$ cat config.mk
export PLATFORM = sky130hd
export DESIGN_NAME = lap_stopwatch_top
export DESIGN_NICKNAME = d
export VERILOG_FILES = /design/src/hdl/lapsw_pkg.sv /design/src/hdl/lapsw_core.sv /design/src/hdl/lap_stopwatch_top.sv
export SDC_FILE = /design/constraint.sdc
export NUM_CORES = 1
export LEC_CHECK = 0
export BUFFER_PORTS_ARGS = -buffer_cell sky130_fd_sc_hd__buf_2
export CAP_MARGIN = 0
export CORE_MARGIN = 2
export CORE_UTILIZATION = 60
export DETAILED_ROUTE_END_ITERATION = 6
export GPL_ROUTABILITY_DRIVEN = 0
export PLACE_DENSITY = 0.79
export SETUP_SLACK_MARGIN = 0.2
export SLEW_MARGIN = 20
export SYNTH_ARGS = -nofsm -noshare
export SYNTH_HDL_FRONTEND = slang
export SYNTH_SLANG_ARGS = --single-unit
$ cat constraint.sdc
create_clock -name i_clk -period 6.05 [get_ports i_clk]
set_input_delay 0.605 -clock i_clk [delete_from_list [all_inputs] [get_ports i_clk]]
set_output_delay 0.605 -clock i_clk [all_outputs]
set_load 0.05 [all_outputs]
$ cat src/hdl/lapsw_pkg.sv
// shared constants and types for the lap stopwatch
package lapsw_pkg;

    // lap store size and derived widths
    localparam int LAP_SLOTS  = 8;
    localparam int LAP_CNT_W  = $clog2(LAP_SLOTS + 1);
    localparam int LAP_IDX_W  = (LAP_SLOTS > 1) ? $clog2(LAP_SLOTS) : 1;

    // field widths
    localparam int REQ_W      = 3;
    localparam int STATE_W    = 2;
    localparam int HOUR_W     = 7;
    localparam int MIN_W      = 6;
    localparam int SEC_W      = 6;
    localparam int MS_W       = 10;
    localparam int EVENT_W    = 3;
    localparam int LAPTIME_W  = HOUR_W + MIN_W + SEC_W + MS_W;
    localparam int IDLE_W     = 16;

    // counter limits
    localparam logic [MS_W-1:0]   MS_MAX     = 10'd999;
    localparam logic [MS_W-1:0]   MS_HALF    = 10'd500;
    localparam logic [SEC_W-1:0]  SEC_MAX    = 6'd59;
    localparam logic [MIN_W-1:0]  MIN_MAX    = 6'd59;
    localparam logic [HOUR_W-1:0] HOUR_MAX   = 7'd99;
    localparam logic [IDLE_W-1:0] IDLE_RESET = 16'd30000;

    // request codes
    localparam logic [REQ_W-1:0] REQ_TICK  = 3'd0;
    localparam logic [REQ_W-1:0] REQ_EXIT  = 3'd1;
    localparam logic [REQ_W-1:0] REQ_START = 3'd2;
    localparam logic [REQ_W-1:0] REQ_LAP   = 3'd3;
    localparam logic [REQ_W-1:0] REQ_VIEW  = 3'd4;

    // lap event codes
    localparam logic [EVENT_W-1:0] EV_NONE  = 3'd0;
    localparam logic [EVENT_W-1:0] EV_SAVED = 3'd1;
    localparam logic [EVENT_W-1:0] EV_FULL  = 3'd2;
    localparam logic [EVENT_W-1:0] EV_SHOWN = 3'd3;
    localparam logic [EVENT_W-1:0] EV_NOLAP = 3'd4;

    // one result item
    typedef struct packed {
        logic [STATE_W-1:0]   run_state;
        logic [HOUR_W-1:0]    hours;
        logic [MIN_W-1:0]     minutes;
        logic [SEC_W-1:0]     seconds;
        logic [MS_W-1:0]      millis;
        logic                 dot_on;
        logic [EVENT_W-1:0]   lap_event;
        logic [LAP_CNT_W-1:0] lap_number;
        logic [LAP_CNT_W-1:0] lap_total;
        logic [LAPTIME_W-1:0] lap_stamp;
        logic                 exit_to_clock;
        logic                 view_led;
    } t_result;

endpackage

$ cat src/hdl/lapsw_core.sv
// stopwatch state, lap store and per-item update logic
module lapsw_core (
    input  logic                         i_clk,
    input  logic                         i_rst_n,
    input  logic                         i_step,
    input  logic [lapsw_pkg::REQ_W-1:0]  i_req,
    input  logic                         i_held,
    input  logic                         i_cfg_we,
    input  logic [lapsw_pkg::IDLE_W-1:0] i_cfg_wdata,
    output lapsw_pkg::t_result           o_res
);
    import lapsw_pkg::*;

    typedef enum logic [STATE_W-1:0] {
        ST_STOPPED = 2'd0,
        ST_RUNNING = 2'd1,
        ST_PAUSED  = 2'd2
    } t_run_state;

    t_run_state           r_state, n_state;
    logic [HOUR_W-1:0]    r_hour, n_hour;
    logic [MIN_W-1:0]     r_min, n_min;
    logic [SEC_W-1:0]     r_sec, n_sec;
    logic [MS_W-1:0]      r_ms, n_ms;
    logic [LAP_CNT_W-1:0] r_laps, n_laps;
    logic [LAP_CNT_W-1:0] r_view, n_view;
    logic                 r_led, n_led;
    logic [IDLE_W-1:0]    r_idle, n_idle;
    logic [IDLE_W-1:0]    r_timeout;
    logic [LAPTIME_W-1:0] r_store [LAP_SLOTS];

    logic                 store_we;
    logic [LAP_CNT_W-1:0] view_sel;
    logic [EVENT_W-1:0]   ev;
    logic [LAP_CNT_W-1:0] num;
    logic [LAPTIME_W-1:0] ltime;
    logic                 exit_f;

    always_comb begin
        n_state  = r_state;
        n_hour   = r_hour;
        n_min    = r_min;
        n_sec    = r_sec;
        n_ms     = r_ms;
        n_laps   = r_laps;
        n_view   = r_view;
        n_led    = r_led;
        n_idle   = r_idle;
        store_we = 1'b0;
        view_sel = '0;
        ev       = EV_NONE;
        num      = '0;
        ltime    = '0;
        exit_f   = 1'b0;

        case (i_req)
            REQ_TICK: begin
                if (r_state == ST_RUNNING) begin
                    // cascaded carry through ms, s, min, h
                    if (r_ms == MS_MAX) begin
                        n_ms = '0;
                        if (r_sec == SEC_MAX) begin
                            n_sec = '0;
                            if (r_min == MIN_MAX) begin
                                n_min  = '0;
                                n_hour = (r_hour == HOUR_MAX) ? '0 : r_hour + 1'b1;
                            end else begin
                                n_min = r_min + 1'b1;
                            end
                        end else begin
                            n_sec = r_sec + 1'b1;
                        end
                    end else begin
                        n_ms = r_ms + 1'b1;
                    end
                end
            end
            REQ_EXIT: begin
                exit_f = 1'b1;
            end
            REQ_START: begin
                n_state = (r_state == ST_RUNNING) ? ST_PAUSED : ST_RUNNING;
            end
            REQ_LAP: begin
                if (r_state == ST_PAUSED) begin
                    n_state = ST_STOPPED;
                    n_hour  = '0;
                    n_min   = '0;
                    n_sec   = '0;
                    n_ms    = '0;
                    n_laps  = '0;
                    n_view  = '0;
                    n_led   = 1'b0;
                end else if (r_state == ST_RUNNING) begin
                    if (r_laps >= LAP_CNT_W'(LAP_SLOTS)) begin
                        ev = EV_FULL;
                    end else begin
                        ltime    = {r_hour, r_min, r_sec, r_ms};
                        store_we = 1'b1;
                        n_laps   = r_laps + 1'b1;
                        ev       = EV_SAVED;
                        num      = n_laps;
                    end
                end
            end
            REQ_VIEW: begin
                n_led = ~r_led;
                if (r_laps == '0) begin
                    ev = EV_NOLAP;
                end else begin
                    // restart at the first lap once past the last one
                    view_sel = (r_view >= r_laps) ? '0 : r_view;
                    ev       = EV_SHOWN;
                    num      = view_sel + 1'b1;
                    ltime    = r_store[view_sel[LAP_IDX_W-1:0]];
                    n_view   = view_sel + 1'b1;
                end
            end
            default: begin
            end
        endcase

        // idle timeout only counts ticks while stopped with nothing held
        if (n_state != ST_STOPPED || i_held) begin
            n_idle = '0;
        end else if (i_req == REQ_TICK) begin
            if (r_idle >= r_timeout) begin
                exit_f = 1'b1;
                n_idle = '0;
            end else begin
                n_idle = r_idle + 1'b1;
            end
        end
    end

    always_comb begin
        o_res.run_state     = n_state;
        o_res.hours         = n_hour;
        o_res.minutes       = n_min;
        o_res.seconds       = n_sec;
        o_res.millis        = n_ms;
        o_res.dot_on        = (n_ms < MS_HALF);
        o_res.lap_event     = ev;
        o_res.lap_number    = num;
        o_res.lap_total     = n_laps;
        o_res.lap_stamp     = ltime;
        o_res.exit_to_clock = exit_f;
        o_res.view_led      = n_led;
    end

    always_ff @(posedge i_clk) begin
        if (!i_rst_n) begin
            r_state   <= ST_STOPPED;
            r_hour    <= '0;
            r_min     <= '0;
            r_sec     <= '0;
            r_ms      <= '0;
            r_laps    <= '0;
            r_view    <= '0;
            r_led     <= 1'b0;
            r_idle    <= '0;
            r_timeout <= IDLE_RESET;
        end else begin
            if (i_cfg_we) begin
                r_timeout <= i_cfg_wdata;
            end
            if (i_step) begin
                r_state <= n_state;
                r_hour  <= n_hour;
                r_min   <= n_min;
                r_sec   <= n_sec;
                r_ms    <= n_ms;
                r_laps  <= n_laps;
                r_view  <= n_view;
                r_led   <= n_led;
                r_idle  <= n_idle;
            end
        end
    end

    always_ff @(posedge i_clk) begin
        if (i_step && store_we) begin
            r_store[r_laps[LAP_IDX_W-1:0]] <= ltime;
        end
    end

endmodule

$ cat src/hdl/lap_stopwatch_top.sv
// top level of the lap stopwatch: input register, update logic, result register
//
// channel   dir  handshake                 payload
// s_axis    in   s_axis_tvalid/tready      tuser req_type, tdata buttons_held
// m_axis    out  m_axis_tvalid/tready      tuser lap_event, tdata status and time
// cfg       in   i_cfg_we                  i_cfg_wdata idle_timeout
//
// one item per cycle while m_axis_tready keeps the output moving; a taken item
// passes the input register, then the update into the result register
// reset is synchronous, active low; it stops the watch and clears time, laps
// and the idle timeout back to 30000 ticks
// a stalled result holds in the output register while one more item waits in
// the input register; s_axis_tready drops only when both are full
module lap_stopwatch_top (
    input  logic        i_clk,
    input  logic        i_rst_n,
    input  logic        s_axis_tvalid,
    output logic        s_axis_tready,
    input  logic [7:0]  s_axis_tdata,   // [0] buttons_held, [7:1] zero
    input  logic [2:0]  s_axis_tuser,   // [2:0] req_type
    output logic        m_axis_tvalid,
    input  logic        m_axis_tready,
    // [1:0] run_state, [8:2] hours, [14:9] minutes, [20:15] seconds,
    // [30:21] millis, [31] dot_on, [35:32] lap_number, [39:36] lap_total,
    // [68:40] lap_stamp, [69] exit_to_clock, [70] view_led, [71] zero
    output logic [71:0] m_axis_tdata,
    output logic [2:0]  m_axis_tuser,   // [2:0] lap_event
    input  logic        i_cfg_we,
    input  logic [15:0] i_cfg_wdata
);
    import lapsw_pkg::*;

    logic             r_in_valid;
    logic [REQ_W-1:0] r_in_req;
    logic             r_in_held;
    logic             r_out_valid;
    t_result          r_out;
    t_result          core_res;
    logic             advance;
    logic             s_accept;

    assign advance       = r_in_valid && (!r_out_valid || m_axis_tready);
    assign s_axis_tready = !r_in_valid || advance;
    assign s_accept      = s_axis_tvalid && s_axis_tready;

    lapsw_core u_core (
        .i_clk       (i_clk),
        .i_rst_n     (i_rst_n),
        .i_step      (advance),
        .i_req       (r_in_req),
        .i_held      (r_in_held),
        .i_cfg_we    (i_cfg_we),
        .i_cfg_wdata (i_cfg_wdata),
        .o_res       (core_res)
    );

    always_ff @(posedge i_clk) begin
        if (!i_rst_n) begin
            r_in_valid  <= 1'b0;
            r_out_valid <= 1'b0;
        end else begin
            if (s_accept) begin
                r_in_valid <= 1'b1;
            end else if (advance) begin
                r_in_valid <= 1'b0;
            end
            if (advance) begin
                r_out_valid <= 1'b1;
            end else if (m_axis_tready) begin
                r_out_valid <= 1'b0;
            end
        end
    end

    always_ff @(posedge i_clk) begin
        if (s_accept) begin
            r_in_req  <= s_axis_tuser;
            r_in_held <= s_axis_tdata[0];
        end
        if (advance) begin
            r_out <= core_res;
        end
    end

    assign m_axis_tvalid = r_out_valid;
    assign m_axis_tuser  = r_out.lap_event;
    assign m_axis_tdata  = {1'b0,
                            r_out.view_led,
                            r_out.exit_to_clock,
                            r_out.lap_stamp,
                            r_out.lap_total,
                            r_out.lap_number,
                            r_out.dot_on,
                            r_out.millis,
                            r_out.seconds,
                            r_out.minutes,
                            r_out.hours,
                            r_out.run_state};

endmodule
==> results of run 1 <==
-- worst max-delay path, delay by kind of cell, from the launching register on --
family	cells	cell delay, ns
AO/OA/AOI/OAI	4	1.74
buffers and inverters	1	0.84
adder cells (fa/ha/maj)	1	0.34
flip-flops	1	0.73
-- layout make-up --
| class | count | area, sq um |
|---|---|---|
| Fill cell | 1992 | 8661 |
| Sequential cell | 384 | 10800 |
| Tap cell | 378 | 473.0 |
| Clock buffer | 44 | 1059 |
| Inverter | 65 | 246.5 |
| Timing Repair Buffer | 121 | 658.1 |
| Multi-Input combinational cell | 836 | 5568 |
| Clock inverter | 27 | 319.1 |
-- layout by cell type (no fill, tap or decap), drive strengths merged, types with 10 or more instances in the layout --
cell type,count
edfxtp,310
buf,121
nor2,94
nand2,91
o21ai,82
dfxtp,74
a21oi,70
mux2i,69
a31oi,67
inv,64
nand3,53
clkbuf,44
a22oi,31
ha,29
o221ai,28
o2bb2ai,28
nor3,24
clkinv,18
nand4,12
a211oi,12
nand2b,11
nor4,11
or3,10
-- metal layers --
layer	share of wire (%)	vias up	routed length, um
met5	0	-	0
met4	2.8	0	1046
met3	8.1	91	3067
met2	48	519	18230
met1	41	5613	15310
li1	-	5424	-
-- how the worst max path moves through the flow --
| stage | start | to | slack, ns | depth (start not counted) |
|---|---|---|---|---|
| finish | u_core.r_view[1] | u_core.r_store[5][7] | 2.01 | 6 |
| global route | u_core.r_view[1] | u_core.r_store[5][7] | 1.65 | 6 |
| CTS | u_core.r_view[1] | u_core.r_store[1][7] | 2.07 | 6 |
| detailed placement | u_core.r_view[1] | u_core.r_store[3][7] | 2.10 | 6 |
| global placement | u_core.r_view[1] | m_axis_tdata[47] | 2.24 | 6 |
| floorplan | r_in_req[0] | u_core.r_store[0][0] | 1.22 | 6 |
-- cell usage after synthesis (all sizes together) (3+ instances only) --
library cell	n	area, sq um
inv	63	236.5
mux2i	69	690.7
o2bb2ai	28	245.2
nor4	11	96.34
nor3	24	141.4
o21ai	82	414.2
xor2	6	52.55
o221ai	28	245.2
a22oi	31	232.7
and3	9	56.30
nand4	12	96.34
nand3	53	277.8
o21a	4	30.03
and2	5	31.28
edfxtp	310	9309
ha	29	362.9
nor2	94	369.1
nand2b	11	68.82
buf	20	107.6
o31ai	6	45.04
a31oi	67	419.2
xnor2	5	43.79
a21oi	70	354.1
a211oi	12	100.1
o211ai	9	67.56
a41oi	4	35.03
clkbuf	79	296.5
nor2b	5	33.78
mux2	5	56.30
dfxtp	74	1481
o22ai	3	18.77
or3	10	62.56
a22o	8	70.07
o211a	7	70.07
nand2	91	341.6
-- metrics by stage --
stage	util [%]	hold slack, ns
6_report	68.83	0.2927
5_1_grt	68.83	0.2699
4_1_cts	68.81	0.2719
3_5_place_dp	63.85	0.4849
3_3_place_gp	63.85	0.4762
2_1_floorplan	-	0.4604
-- state kept, by name, summed over array words and instances, names as in the netlist, 4 cells and up --
signal,cells
u_core.r_hour,7
u_core.r_min,6
u_core.r_laps,4
m_axis_tdata,71
u_core.r_timeout,16
u_core.r_idle,16
u_core.r_sec,6
u_core.r_ms,10
u_core.r_view,4
u_core.r_store,232
-- report_power, final --
part | total [mW] | leakage (nW) | switching [mW] | internal, mW
Sequential | 2.90 | 3.63 | 0.0329 | 2.87
Clock | 2.54 | 0.674 | 0.982 | 1.56
Combinational | 0.282 | 2.40 | 0.215 | 0.0676
Total | 5.72 | 6.70 | 1.23 | 4.49
-- cells by family after synthesis --
logic type	synth area share (%)
muxes	4.546
DFF	63.75
buffers and inverters	3.829
AOI/OAI and AO/OA	14.99
and+or+nand+nor	10.15
xor gates and xnor gates	0.5692
adders and majority gates	2.144
other	0.02215
==> results.tsv, run 1 <==
metric	value	unit
status	completed	
register area share after synthesis	63.75	%
critical path's largest stage delay	0.84	ns
cells along the critical path	ha_1, a21oi_1, o21a_4, buf_4, o221ai_1, o21ai_0	
die footprint	29570	sq um
DRC	0	
share of layout cells above drive strength 1	15.30	%
worst setup margin	2.014	ns
NumNets Final	1508	
critical-path maximum fanout	97	
worst slew pin tran	1.118	ns
design area	19120	sq um
met1 usage	33.72	%
Tot Pwr	5.724	mW
Max Slew Vio Count	0	
clk root buf	clkbuf_16	
critical path endpoint category	flop	
antenna cells	0	
vias per cell	6.279	
Leak	6.704	nW
met3 GRT Util	3.845	%
Rows	61	
maximum capacitance violations	0	
syn avg cell area	12.23	sq um
Vias	11647	
most crowded layer after global routing	met2	
hold_sp	s_axis_tuser[1]	
WL/cell	20.30	um
post-CTS setup buffers	0	
Iter 0 DRT Violations	1250	
async set-reset flop share out of synthesis	0	%
Post-Layout Cell Count	1855	
min cycle time layout	4.036	ns
dpl cells	1784	
Synth warnings	0	
WP data required	6.23	ns
pwr dens	299.3	nW/um^2
flop and latch count out of synthesis	384	
Startpoint Class	flop	
antenna-violating nets left	0	
Clock Latency Late Sink	0.53	ns
Setup WS pre-CTS	2.103	ns
Reg2Reg Setup Slack	2.01	ns
global-route wire length before repair	58.51	mm
RSZ-0062 raised after global routing	false	
Area Growth Syn to Fin	12.97	%
skew final	0.01428	ns
fmax	247.8	MHz
largest net degree at the start of global routing	98	
CTS clk-pin slew, worst paths	0.06	ns
IO Pins	109	
port bufs	100	
Post-Syn Instances	1384	
hold worst-path end	r_in_req[1]	
CTS tree	built	
H-tree depth	2	
Worst Hold Path Cells	1	
Setup CP Type	flop to flop	
min-delay worst type	primary input to flop	
GR Util met2	43.44	%
initial antenna violation count	0	
Final setup viols	0	
CTS Hold Buffers Added	0	
Core Region	27780	sq um
DRT Pass-1 Iters	6	
synthesized area	16930	sq um
worst r2r dst	u_core.r_store[5][7]	
peak supply drop	0.0002120	V
main flop type after synthesis	edfxtp_1	
R2R Path Start	u_core.r_view[1]	
DP HPWL	22.02	mm
Die X	172.0	um
R2R cell count	6	
Yosys cell types	83	
syn nets	1445	
number of global-route vias before repair	11141	
Post-synth EDFFs	310	
routed wire length	37.65	mm
critical path data arrival time	4.22	ns
GRT overflow	0	
CTS Sinks	384	
initial core utilization	60.93	%
Die Y	172.0	um
Hold Vio Cnt, Final	0	
Slowest-stage cell, CP	buf_4	
Total GRT Usage	25.57	%
sum of negative setup slack	0	ns
post-CTS sizing	0	
CTS Buffer Depth	3	
Post-DP Area	17740	sq um
fin crit share	66.71	%
CTS Buf Count	39	
Slew headroom	25.45	%
No activity file was read; power rests on OpenSTA's default activity.
==> run 2, diff against run 1 <==
- ABC_AREA: unset -> 1
- CORE_UTILIZATION: 60 -> 55
- PLACE_DENSITY: 0.79 -> 0.76
- clock period: 6.05 -> 3.5 ns (I/O delays scaled with it)
==> run 2 against run 1 <==
Compared with the run above: the run now ends with DRC left; sequential cell count is the same; sequential power grew 75%; first-iteration DRC count fell by 1.2%; maximum frequency grew 34%; wire length up 4.6%; global-route usage down 1.4 points; total power increased by 73%; area after synthesis rose by 1.2%; setup slack lost 1.5 ns; clock skew grew 0.0046 ns; final cell count grew 23%; count of clock-buffer cells in the layout up 2; largest cell class unchanged; highest routed layer is now met5.
==> results.tsv, run 2 <==
metric	value	unit	change
DP HPWL	23.44	mm	+6.4%
Iter 0 DRT Violations	1235		-1.2%
Setup CP Type	flop to flop		
initial core utilization	55.87	%	-5.1 points
Clock Latency Late Sink	0.54	ns	about the same
NetSw	2.263	mW	+84%
fill count	2350		+18%
Tot Pwr	9.929	mW	+73%
async set-reset flop share out of synthesis	0	%	unchanged
pwr dens	511.8	nW/um^2	+71%
min-delay worst type	primary input to flop		
Vias	12611		+8.3%
syn avg cell area	9.770	sq um	-20%
worst slew pin tran	0.9576	ns	-0.1607 ns
Die Y	180.5	um	+5.0%
internal power	7.665	mW	+71%
routed wire length	39.38	mm	+4.6%
H-tree depth	2		unchanged
Final setup viols	0		unchanged
Startpoint Class	flop		
CTS Sinks	384		unchanged
maximum capacitance violations	0		unchanged
critical path data arrival time	3.34	ns	-0.88 ns
area of the multi-input gates	5464	sq um	-1.9%
Slew headroom	36.07	%	+11 points
DRC	8		+8
IO Pins	109		unchanged
fmax	332.8	MHz	+34%
CTS Buffer Depth	3		unchanged
Total GRT Usage	24.13	%	-1.4 points
share of layout cells above drive strength 1	13.27	%	-2.0 points
vias per cell	5.548		-12%
most common cell after layout, fill and taps aside	nand2_1		
Core Region	30670	sq um	+10%
Hold Vio Cnt, Final	0		unchanged
commonest cells in the netlist	nand2_1, edfxtp_1, nand3_1		
cell accounting for the most synthesized area	edfxtp_1		
WL/cell	17.32	um	-15%
Area Growth Syn to Fin	13.20	%	
Post-Syn Instances	1754		+27%
main flop type after synthesis	edfxtp_1		
Sw Ratio	22.80	%	+1.3 points
design area	19400	sq um	+1.5%
status	finished with violations		
synth top area cells	edfxtp_1, nand2_1, dfxtp_1		
Post-Layout Cell Count	2273		+23%
critical-path maximum fanout	38		-61%
number of global-route vias before repair	12203		+9.5%
clock power share	42.6	%	-1.8 points
highest-count cells in the layout ignoring fill and taps	nand2_1, edfxtp_1, nand3_1		
Comb pwr share	6.2	%	+1.3 points
total area of sequential cells	10790	sq um	about the same
synthesized area	17140	sq um	+1.2%
antenna cells	0		unchanged
Max Slew Vio Count	0		unchanged
CTS Buf Count	39		unchanged
post-CTS setup buffers	0		unchanged
initial antenna violation count	1		+1
CTS clk-pin slew, worst paths	0.06	ns	about the same
GRT overflow	0		unchanged
register area share after synthesis	62.97	%	-0.78 points
dpl cells	2201		+23%
CTS tree	built		
RSZ-0062 raised after global routing	false		
Seq pwr share	51.1	%	+0.4 points
global-route wire length before repair	62.82	mm	+7.4%
Post-DP Area	18050	sq um	+1.8%
NumNets Final	1911		+27%
WP data required	3.83	ns	-2.40 ns
die footprint	32590	sq um	+10%
DRT Pass-1 Iters	7		+1
Post-synth EDFFs	310		unchanged
fin crit share	85.85	%	+19 points
Leak	7.900	nW	+18%
min cycle time layout	3.005	ns	-1.031 ns
largest net degree at the start of global routing	67		-32%
flop and latch count out of synthesis	384		unchanged
critical path endpoint category	flop		
antenna-violating nets left	0		unchanged
Die X	180.5	um	+5.0%
port bufs	100		unchanged
Largest register FFs	232		unchanged
Rows	64		+4.9%
failing checks	DRC		
sum of negative setup slack	0	ns	unchanged
Yosys cell types	46		-45%
Synth warnings	0		unchanged
skew final	0.01893	ns	+0.004645 ns
peak supply drop	0.0003759	V	+77%
clk root buf	clkbuf_16		
syn nets	1815		+26%
top cell type's share of synthesized area	54.32	%	-0.67 points
top-count cell post-synth	nand2_1		
[run 2: cell count changes in the layout (fill, tap and decap cells not counted), moves of 11 or more]
cell	previous run	this run
inv_2	0	17
nand2b_1	11	0
o2bb2ai_1	28	0
nand2_1	91	569
a22oi_1	31	0
o221ai_1	28	0
inv_1	63	132
a31oi_1	67	0
nand3_1	52	202
mux2i_1	69	0
[run 2: layer usage]
layer | wire length (um) | GRT usage (%) | up-vias
li1 | - | - | 6105
met3 | 3379 | 5.194 | 75
met4 | 839 | 7.774 | 2
met1 | 16280 | 32.34 | 5886
met5 | 9 | 0 | -
met2 | 18870 | 39.50 | 543
[run 2: power by group through the flow]
stage | registers, mW | logic, mW | clock network (mW)
final | 5.08 | 0.620 | 4.23
after global routing | 5.08 | 0.681 | 4.47
after CTS | 5.07 | 0.619 | 4.28
after detailed placement | 5.17 | 0.608 | 0
after global placement | 5.17 | 0.592 | 0
after floorplan | 5.30 | 0.318 | 0
[run 2: worst paths after layout]
kind         slack [ns]                    end           startpoint  cells past startpoint
max                0.50  u_core.r_store[5][10]     u_core.r_laps[1]                     14
min                0.03    u_core.r_timeout[8]       i_cfg_wdata[8]                      3
max reg2reg        0.50  u_core.r_store[5][10]     u_core.r_laps[1]                     14
min reg2reg        0.46    u_core.r_timeout[1]  u_core.r_timeout[1]                      2
[run 2: what timing repair did]
action	in CTS	in global routing
gates resized for setup	0	1
endpoints found under the hold margin	4	0
setup endpoints to repair	0	9
hold buffers	4	0
[run 2: metrics by stage]
step           setup WS (ns)  hold WS (ns)  utilization [%]
2_1_floorplan        -0.1534        0.4397                -
3_3_place_gp          0.6480        0.4584            58.85
3_5_place_dp          0.5000        0.4556            58.85
4_1_cts               0.4703       0.01547            63.23
5_1_grt               0.2450       0.04789            63.25
6_report              0.4952       0.02644            63.25
[run 2: cells by family after synthesis]
| family | count (synthesis) | share of synthesized area (%) |
|---|---|---|
| AOI/OAI and AO/OA | 171 | 5.381 |
| xor gates and xnor gates | 12 | 0.6133 |
| adders and majority gates | 29 | 2.117 |
| buffers and inverters | 224 | 5.476 |
| DFF | 384 | 62.97 |
| other | 1 | 0.02188 |
| and+or+nand+nor | 933 | 23.42 |
[run 2: area by class of cell]
class / instances / share of cell area [%]
clock buffers: 46 / 5.166
inverters: 150 / 2.915
clock inverters: 22 / 1.554
flip-flops and latches: 384 / 55.63
multi-input cells: 1146 / 28.17
repair buffers: 129 / 4.012
well taps: 396 / 2.554
[run 2: critical path: stages (launching register included)]
cell	delay [ns]
dfxtp_1	0.52
inv_2	0.17
ha_1	0.36
inv_1	0.05
o21bai_1	0.20
nand2_1	0.07
nand4_1	0.11
buf_4	0.23
buf_4	0.39
nand2_1	0.11
nand3_1	0.11
nand2_1	0.06
nand2_1	0.06
nand3_1	0.09
nand2_1	0.27
==> run 3, diff against run 2 <==
- GPL_TIMING_DRIVEN: unset -> 0
- clock period: 3.5 -> 2.6 ns (I/O delays scaled with it)
==> run 3 against run 2 <==
Compared with the run above: the run now ends clean; sequential cell count unchanged; final cell count up 6.1%; non-clock buffer count up 117; hold slack worse by 0.024 ns; first-iteration DRC count up 61%; setup slack worse by 0.39 ns; register-to-register slack worse by 0.39 ns; clock skew down 0.0085 ns; global-route usage up 4.1 points; wire length up 30%; critical path depth up 2; die area unchanged.
==> results.tsv, run 3 (same netlist as run 2, synthesis figures left out) <==
metric	value	unit	change
IO Pins	109		unchanged
skew final	0.01046	ns	-0.008472 ns
WL/cell	21.15	um	+22%
Leak	8.777	nW	+11%
Iter 0 DRT Violations	1988		+61%
H-tree depth	2		unchanged
highest-count cells in the layout ignoring fill and taps	nand2_1, edfxtp_1, nand3_1		
Slowest-stage cell, CP	dfxtp_2		
largest net degree at the start of global routing	32		-52%
CTS Buffer Depth	3		unchanged
CTS Sinks	384		unchanged
most common cell after layout, fill and taps aside	nand2_1		
port bufs	99		-1.0%
critical path's largest stage delay	0.32	ns	-0.20 ns
maximum capacitance violations	0		unchanged
initial core utilization	55.87	%	unchanged
peak supply drop	0.0004958	V	+32%
Total GRT Usage	28.24	%	+4.1 points
GR Util met2	48.66	%	+9.2 points
cells along the critical path	buf_6, clkbuf_16, inv_4, ha_4, o21bai_4, nand2_1, nand4_1, buf_6, buf_4, buf_6, nand2_1, nand3_1, nand2_1, nand2_1, nand3_2, nand2_2		
Core Region	30670	sq um	unchanged
DRC	0		-8
global-route wire length before repair	72.44	mm	+15%
critical path data arrival time	2.76	ns	-0.58 ns
Util after Layout	70.09	%	+6.8 points
share of layout cells above drive strength 1	23.41	%	+10 points
fin crit share	95.85	%	+10 points
fill count	2053		-13%
Worst Hold Path Cells	3		unchanged
NumNets Final	2050		+7.3%
Max Slew Vio Count	0		unchanged
vias per cell	5.991		+8.0%
critical-path maximum fanout	10		-74%
routed wire length	51.00	mm	+30%
clk root buf	clkbuf_16		
CTS Buf Count	39		unchanged
Rows	64		unchanged
Clock Latency Late Sink	0.54	ns	about the same
Final setup viols	0		unchanged
Area Growth Syn to Fin	25.45	%	
Setup WS pre-CTS	-0.6410	ns	-1.141 ns
final hold slack	0.002832	ns	-0.02361 ns
Startpoint Class	flop		
R2R cell count	16		+2
antenna cells	0		unchanged
worst slew pin tran	0.7124	ns	-0.2452 ns
met1 usage	36.44	%	+4.1 points
worst setup margin	0.1080	ns	-0.3872 ns
antenna-violating nets left	0		unchanged
status	completed		
DP HPWL	29.74	mm	+27%
Vias	14450		+15%
most crowded layer after global routing	met2		
DRT Pass-1 Iters	6		-1
Slew headroom	52.51	%	+16 points
CTS clk-pin slew, worst paths	0.07	ns	about the same
GRT overflow	0		unchanged
number of global-route vias before repair	13428		+10%
CP most frequent cell	nand2_1		
fmax	401.3	MHz	+21%
min-delay worst type	primary input to flop		
WP data required	2.87	ns	-0.96 ns
Die Y	180.5	um	unchanged
Die X	180.5	um	unchanged
RSZ-0062 raised after global routing	true		
critical path endpoint category	flop		
Hold Vio Cnt, Final	0		unchanged
initial antenna violation count	0		-1
pwr dens	615.1	nW/um^2	+20%
min cycle time layout	2.492	ns	-0.5128 ns
CTS tree	built		
Largest register FFs	232		unchanged
Setup CP Type	flop to flop		
die footprint	32590	sq um	unchanged
met3 GRT Util	4.022	%	-1.2 points
run 3: through the flow:
step,setup TNS [ns],std cells,instance area (sq um),power [mW]
global route,0,2412,21500,13.58
detailed placement,-129.91,2266,18490,7.823
floorplan,-36.53,1754,17190,7.560
CTS,0,2379,20650,13.11
finish,0,2412,21500,13.22
global placement,-307.50,2249,18180,7.787
run 3: layout make-up:
cell class	count	area [sq um]	area share, %
timing repair buffer	172	1385	6.443
sequential	384	10810	50.27
inverter	150	600.6	2.794
multi-input combinational	1168	6360	29.58
clock buffer	48	1060	4.930
tap	396	495.5	2.305
clock inverter	20	143.9	0.6693
buffer	74	645.6	3.003
run 3: layer usage:
layer	vias up	routed length, um
met1	6785	18840
li1	6413	-
met3	231	4881
met4	0	2669
met2	1021	24610
met5	-	0
run 3: final timing paths:
kind,to,startpoint,slack [ns]
setup / recovery,u_core.r_store[1][20],u_core.r_view[0],0.11
hold / removal,u_core.r_timeout[15],i_cfg_wdata[15],0.003
setup reg to reg,u_core.r_store[1][20],u_core.r_view[0],0.11
hold reg to reg,u_core.r_timeout[1],u_core.r_timeout[1],0.46
run 3: worst max-delay path: cells and delay by family (launching register included):
| kind | cells | cell delay (ns) |
|---|---|---|
| buf+inv | 6 | 0.78 |
| compound gates | 1 | 0.09 |
| flops | 1 | 0.32 |
| simple gates | 8 | 0.88 |
| fa+ha+maj | 1 | 0.15 |
run 3: power breakdown:
group | total, mW | switching, mW | internal (mW)
logic | 1.03 | 0.741 | 0.289
clock network | 5.37 | 2.36 | 3.00
registers | 6.83 | 0.0947 | 6.73
total | 13.2 | 3.20 | 10.0
run 3: what timing repair did:
item	in CTS	in global routing
pin swaps	27	61
setup buffers	17	19
hold endpoints to repair	14	0
cloned	14	14
gates resized for setup	152	146
setup endpoints to repair	365	421
hold buffers	14	0
